File: src/sv/bpc_pkg.sv
// Shared types and constants for the balance controller.
// No dependencies; compiled first.
package bpc_pkg;

   localparam int CSR_IDX_W  = 3;
   localparam int CSR_DATA_W = 20;
   localparam int MUL_W      = 33;
   localparam int PROD_W     = 2 * MUL_W;
   localparam int FRAC_SHIFT = 20;

   // reciprocal of five for exact floor division of a 32 bit magnitude
   localparam logic [31:0] DIV5_MAGIC = 32'hCCCC_CCCD;
   localparam int          DIV5_SHIFT = 34;

   localparam logic signed [15:0] ZERO_ANGLE_RST  = 16'sd1024;
   localparam logic        [15:0] BAL_P_GAIN_RST  = 16'd24576;
   localparam logic        [15:0] BAL_D_GAIN_RST  = 16'd3686;
   localparam logic        [15:0] VEL_P_GAIN_RST  = 16'd16384;
   localparam logic        [15:0] VEL_I_GAIN_RST  = 16'd82;
   localparam logic        [19:0] INT_LIMIT_RST   = 20'd10000;
   localparam logic        [6:0]  OUT_LIMIT_RST   = 7'd98;

   typedef enum logic [CSR_IDX_W-1:0] {
      CSR_ZERO_ANGLE = 3'd0,
      CSR_BAL_P_GAIN = 3'd1,
      CSR_BAL_D_GAIN = 3'd2,
      CSR_VEL_P_GAIN = 3'd3,
      CSR_VEL_I_GAIN = 3'd4,
      CSR_INT_LIMIT  = 3'd5,
      CSR_OUT_LIMIT  = 3'd6
   } bpc_csr_index_type;

   typedef enum logic [3:0] {
      ST_IDLE,
      ST_BAL_P,
      ST_BAL_D,
      ST_DIV,
      ST_FILT,
      ST_INTEG,
      ST_VEL_I,
      ST_SUM,
      ST_DRIVE,
      ST_OUT
   } bpc_state_type;

   typedef enum logic [1:0] {
      MAC_HOLD,
      MAC_LOAD,
      MAC_ACC,
      MAC_LOAD_SUB
   } bpc_mac_op_type;

   typedef struct packed {
      logic           prod_en;
      bpc_mac_op_type op;
   } bpc_mac_ctrl_type;

endpackage

File: src/sv/bpc_mac.sv
// Shared 33x33 signed multiplier with product register and accumulator.
// Depends on bpc_pkg.
module bpc_mac (
   input  logic                                   clock,
   input  logic signed [bpc_pkg::MUL_W-1:0]       mul_a,
   input  logic signed [bpc_pkg::MUL_W-1:0]       mul_b,
   input  logic signed [bpc_pkg::PROD_W-1:0]      sub_val,
   input  bpc_pkg::bpc_mac_ctrl_type              ctrl,
   output logic signed [bpc_pkg::PROD_W-1:0]      prod_ff,
   output logic signed [bpc_pkg::PROD_W-1:0]      acc_ff
);
   import bpc_pkg::*;

   logic signed [PROD_W-1:0] prod_in;
   logic signed [PROD_W-1:0] acc_in;

   always_comb begin
      // full-width signed product: operands extend to the product width
      prod_in = ctrl.prod_en ? mul_a * mul_b : prod_ff;
      case (ctrl.op)
         MAC_LOAD:     acc_in = prod_ff;
         MAC_ACC:      acc_in = acc_ff + prod_ff;
         MAC_LOAD_SUB: acc_in = prod_ff - sub_val;
         default:      acc_in = acc_ff;
      endcase
   end

   always_ff @(posedge clock) begin
      prod_ff <= prod_in;
      acc_ff  <= acc_in;
   end

endmodule

File: config.mk
export PLATFORM = sky130hd
export DESIGN_NAME = bpc_mac
export DESIGN_NICKNAME = d
export VERILOG_FILES = /design/src/sv/bpc_pkg.sv /design/src/sv/bpc_mac.sv
export SDC_FILE = /design/constraint.sdc
export NUM_CORES = 2
export LEC_CHECK = 0
export BUFFER_PORTS_ARGS = -buffer_cell sky130_fd_sc_hd__buf_2
export CAP_MARGIN = 40
export CORE_AREA = 3 3 368 370
export CTS_CLUSTER_DIAMETER = 60
export DETAILED_ROUTE_END_ITERATION = 16
export DIE_AREA = 0 0 371 373
export PLACE_DENSITY = 0.52
export SLEW_MARGIN = 5
export SYNTH_ARGS = -nofsm -noshare
export SYNTH_HDL_FRONTEND = slang
export SYNTH_SLANG_ARGS = --single-unit
File: constraint.sdc
create_clock -name clock -period 12.5 [get_ports clock]
set_input_delay 1.25 -clock clock [delete_from_list [all_inputs] [get_ports clock]]
set_output_delay 1.25 -clock clock [all_outputs]
set_load 0.01 [all_outputs]
# Yosys cells after proc, flatten, opt, wreduce, memory -nomap -nowiden
# Index checks and enable logic that the tools add are counted.
[totals] register_bits=132 output_inout_bits=132
[classes] n_mul=1 mux=1 add_sub_neg=2 n_eq_ne=3 reduce_logical=1
[op_table] operator="$pmux 66 s3" n=1
[op_table] operator="$add 66x66->66" n=1
[op_table] operator="$mul 33x33->66" n=1
[op_table] operator="$sub 66x66->66" n=1
[op_table] operator="$eq 2x2->1 const B" n=2
[op_table] operator="$reduce_bool 3->1" n=1
[op_table] operator="$eq 2x1->1 const B" n=1

# Depth between registers and ports, before layout
[logic_depth] word_depth=2 depth_mapped=31

# Worst setup path before layout
# OpenSTA, ideal clock, no wires.
[synth_path] path_type="input-to-reg" start="input mul_a[32] in the netlist's numbering" end="register prod_ff[63] in the netlist's numbering (data pin)" t_arrival_ns=8.624 setup_slack_ns=3.618 cell_stages=27 path_buffers=2 path_cell_list="clkbuf_1 > nand2_1 > inv_1 > fa_1 > fa_1 > fa_1 > inv_1 > fa_1 > inv_1 > fa_1 > fa_1 > fa_1 > inv_1 > fa_1 > inv_1 > ha_1 > clkbuf_1 > a21o_1 > a21o_1 > a21o_1 > or3_1 > a21oi_1 > a211oi_1 > a211o_1 > a221o_1 > a21oi_1 > xnor2_1"
[synth_via] elab_chain_cells=1
[synth_lines] element="start: declaration" line="bpc_mac.sv:5" source="input logic signed [bpc_pkg::MUL_W-1:0] mul_a,"
[synth_lines] element="$mul 33x33->66" line="bpc_mac.sv:19" source="prod_in = ctrl.prod_en ? mul_a * mul_b : prod_ff;"
[synth_lines] element="end signal: assignment" line="bpc_mac.sv:29" source="prod_ff <= prod_in;"
[synth_lines] element="end: declaration" line="bpc_mac.sv:9" source="output logic signed [bpc_pkg::PROD_W-1:0] prod_ff,"
# Every way passes these cells.
# A chain may end at the register's enable or synchronous reset.

# Worst setup path after layout
[layout_path] start="input mul_b[3] in the netlist's numbering" end="register prod_ff[63] in the netlist's numbering (data pin)"
[layout_via] elab_chain_cells=1
[layout_lines] element="start: declaration" line="bpc_mac.sv:6" source="input logic signed [bpc_pkg::MUL_W-1:0] mul_b,"
[layout_lines] element="$mul 33x33->66" line="bpc_mac.sv:19"
# Every way passes these cells.

==> results.sh <==
export IMPL_status="finished clean"
export IMPL_max_clock_freq_mhz=107
export IMPL_required_ns=12.74
export IMPL_hold_viol=0
export IMPL_clk_pin_slew_ns=0.06
export IMPL_grt_overflow=0
export IMPL_grt_pass1_wl_um=234000
export IMPL_ys_seq_area_frac=0.0812
export IMPL_clockBufferDepth=3
export IMPL_nets=6914
export IMPL_grt_max_degree=108
export IMPL_rrSetupSlack_ns=5.28
export IMPL_syn_to_final_growth_pct=7.74
export IMPL_timing_rr_start="acc_ff[6]$_DFFE_PP_"
export IMPL_cts_htree_levels=4
export IMPL_wl_per_cell_um=21.1
export IMPL_setup_tns_ns=0
export IMPL_fp_dieW_um=371
export IMPL_drv_slew=0
export IMPL_place_hpwl_um=121000
export IMPL_rsz0062_at_grt="false"
export IMPL_start_kind="input port"
export IMPL_post_route_period_util=0.748
export IMPL_num_fill_cells=13400
export IMPL_drive_above_1_share=0.0760
export IMPL_syn_instance_count=5269
export IMPL_setup_viol=0
export IMPL_multi_input_area_um2=39500
export IMPL_critPathArrivalTime_ns=9.60
export IMPL_endpoint_kind="flip-flop"
export IMPL_grt_usage=0.220
export IMPL_r2r_end="acc_ff[62]$_DFFE_PP_"
export IMPL_tightest_slew_ns=0.987
export IMPL_cts_resized=0
export IMPL_place_congestion=0.881
export IMPL_min_delay_start="prod_ff[65]$_DFFE_PP_"
export IMPL_ctsHoldBuffers=0
export IMPL_num_vias=35300
export IMPL_cts_buffers=25
export IMPL_synth_cell_types=72
export IMPL_cts_sinks=132
export IMPL_whs_endpoint="acc_ff[65]$_DFFE_PP_"
export IMPL_synth_area_um2=48800
export IMPL_seq_area_um2=3960
export IMPL_wirelength_um=150000
export IMPL_synth_top_area_frac=0.470
export IMPL_cts_tree="yes"
export IMPL_postRouteAntennaNets=0
export IMPL_fin_skew_ns=0.0249
export IMPL_die_h_um=373
export IMPL_synth_area_leader_cell="fa_1"
export IMPL_hp_class="flip-flop to flip-flop"
export IMPL_synthArstFlopShare=0
export IMPL_io_buffers=267
export IMPL_final_cell_mix="inv_1 (1179), fa_1 (1146), nand2_1 (696)"
export IMPL_post_cts_setup_buffers=0
export IMPL_core_um2=133000
export IMPL_clock_root_buffer="clkbuf_16"
export IMPL_crit_type="input port to flip-flop"
export IMPL_grt_pass1_vias=37800
export IMPL_relSlewSlack=0.342
export IMPL_drc_errors=0
export IMPL_syn_nets=6834
export IMPL_ios=268
export IMPL_via_per_inst=4.95
export IMPL_start_util=0.367
export IMPL_max_cap_violations=0
export IMPL_worstHoldPathCells=1
export IMPL_drt_first_pass_iters=5
export IMPL_final_common_cell="inv_1"
export IMPL_ys_flop_type="edfxtp_1"
export IMPL_cp_max_fo=33
export IMPL_period_minus_slack_ns=9.36
export IMPL_ys_ff_latch=132
export IMPL_yosysWarnings=0
export IMPL_rows=134
export IMPL_antenna_found_initial=5
export IMPL_synth_edf_count=132
export IMPL_dieArea_um2=138000
export IMPL_clock_latency_ns=0.49
export IMPL_synth_area_leaders="fa_1 (47%), inv_1 (9.1%), edfxtp_1 (8.1%)"
export IMPL_rr_worst_depth=21
export IMPL_avgSynthCellArea_um2=9.26
export IMPL_drtIter0Drc=2576
metrics by stage:
stage          cells  cell area (µm²)   util  worst slack [ns]  hold WS [ns]
2_1_floorplan   5269            48800      -              3.62         0.620
3_3_place_gp    7076            51600  0.388              2.69         0.608
3_5_place_dp    7090            51900  0.390              2.65         0.601
4_1_cts         7123            52600  0.395              3.17         0.615
5_1_grt         7123            52600  0.395              2.77         0.640
6_report        7127            52600  0.396              3.14         0.609
flip-flops by register name, indices dropped and copies added, names as in the netlist:
name,cells
prod_ff,66
acc_ff,66
how the worst max path moves through the flow:
stage,start,to,slack (ns),cells past startpoint
floorplan,mul_a[32],prod_ff[63]$_DFFE_PP_,3.62,27
global placement,mul_b[3],prod_ff[63]$_DFFE_PP_,2.69,23
detailed placement,mul_b[3],prod_ff[63]$_DFFE_PP_,2.65,26
CTS,mul_b[3],prod_ff[63]$_DFFE_PP_,3.17,23
global route,mul_b[6],prod_ff[63]$_DFFE_PP_,2.77,25
finish,mul_b[3],prod_ff[63]$_DFFE_PP_,3.14,23
per-layer routing:
metal	vias up	track usage	wire length (µm)	part of all wire
met3	125	0.0341	11000	0.074
met2	1107	0.328	63400	0.42
met1	18200	0.339	72700	0.48
met4	4	0.0427	2870	0.019
li1	15900	-	-	-
met5	-	0	27	0.00018
critical path, cell delays in order:
cell      delay, ns
buf_2          0.68
nand2_1        0.20
inv_1          0.18
fa_1           0.45
fa_1           0.50
fa_1           0.75
fa_1           1.06
fa_1           0.56
fa_1           0.51
fa_1           0.49
inv_1          0.05
fa_1           0.47
inv_1          0.04
ha_1           0.37
a21o_1         0.20
a21o_1         0.19
or3_1          0.32
a21oi_1        0.17
a211oi_1       0.12
a211o_1        0.42
a221o_1        0.34
a21oi_1        0.17
xnor2_1        0.08
cell families after synthesis:
| kind of cell | share of synthesized area |
|---|---|
| adders and majority gates | 0.543 |
| DFF | 0.0812 |
| buffers and inverters | 0.110 |
| xor gates and xnor gates | 0.0346 |
| muxes | 0.0126 |
| AOI/OAI and AO/OA | 0.0620 |
| and+or+nand+nor | 0.157 |
cells in the mapped netlist (13+ instances only):
cell type	n
o21bai_1	22
nor2b_1	13
a21oi_1	133
clkbuf_1	241
o21ai_0	131
a31oi_1	14
nand3_1	21
nand2b_1	24
xnor2_1	111
nor3_1	45
mux2_2	52
ha_1	283
fa_1	1146
nand2_1	697
edfxtp_1	132
nand4_1	23
inv_1	1179
and2_1	547
a21o_1	78
nor2_1	116
xor2_1	82
o21a_1	15
cell type report:
class	instances	share of cell area
Clock buffer	25	0.0119
Antenna cell	4	0.000190
Inverter	1181	0.0843
Clock inverter	8	0.00128
Timing Repair Buffer	300	0.0338
Multi-Input combinational cell	3709	0.751
Sequential cell	132	0.0754
Tap cell	1768	0.0421
Power is not shown: default switching activity piles up to over one toggle a cycle in this logic, so the estimate is an artifact.
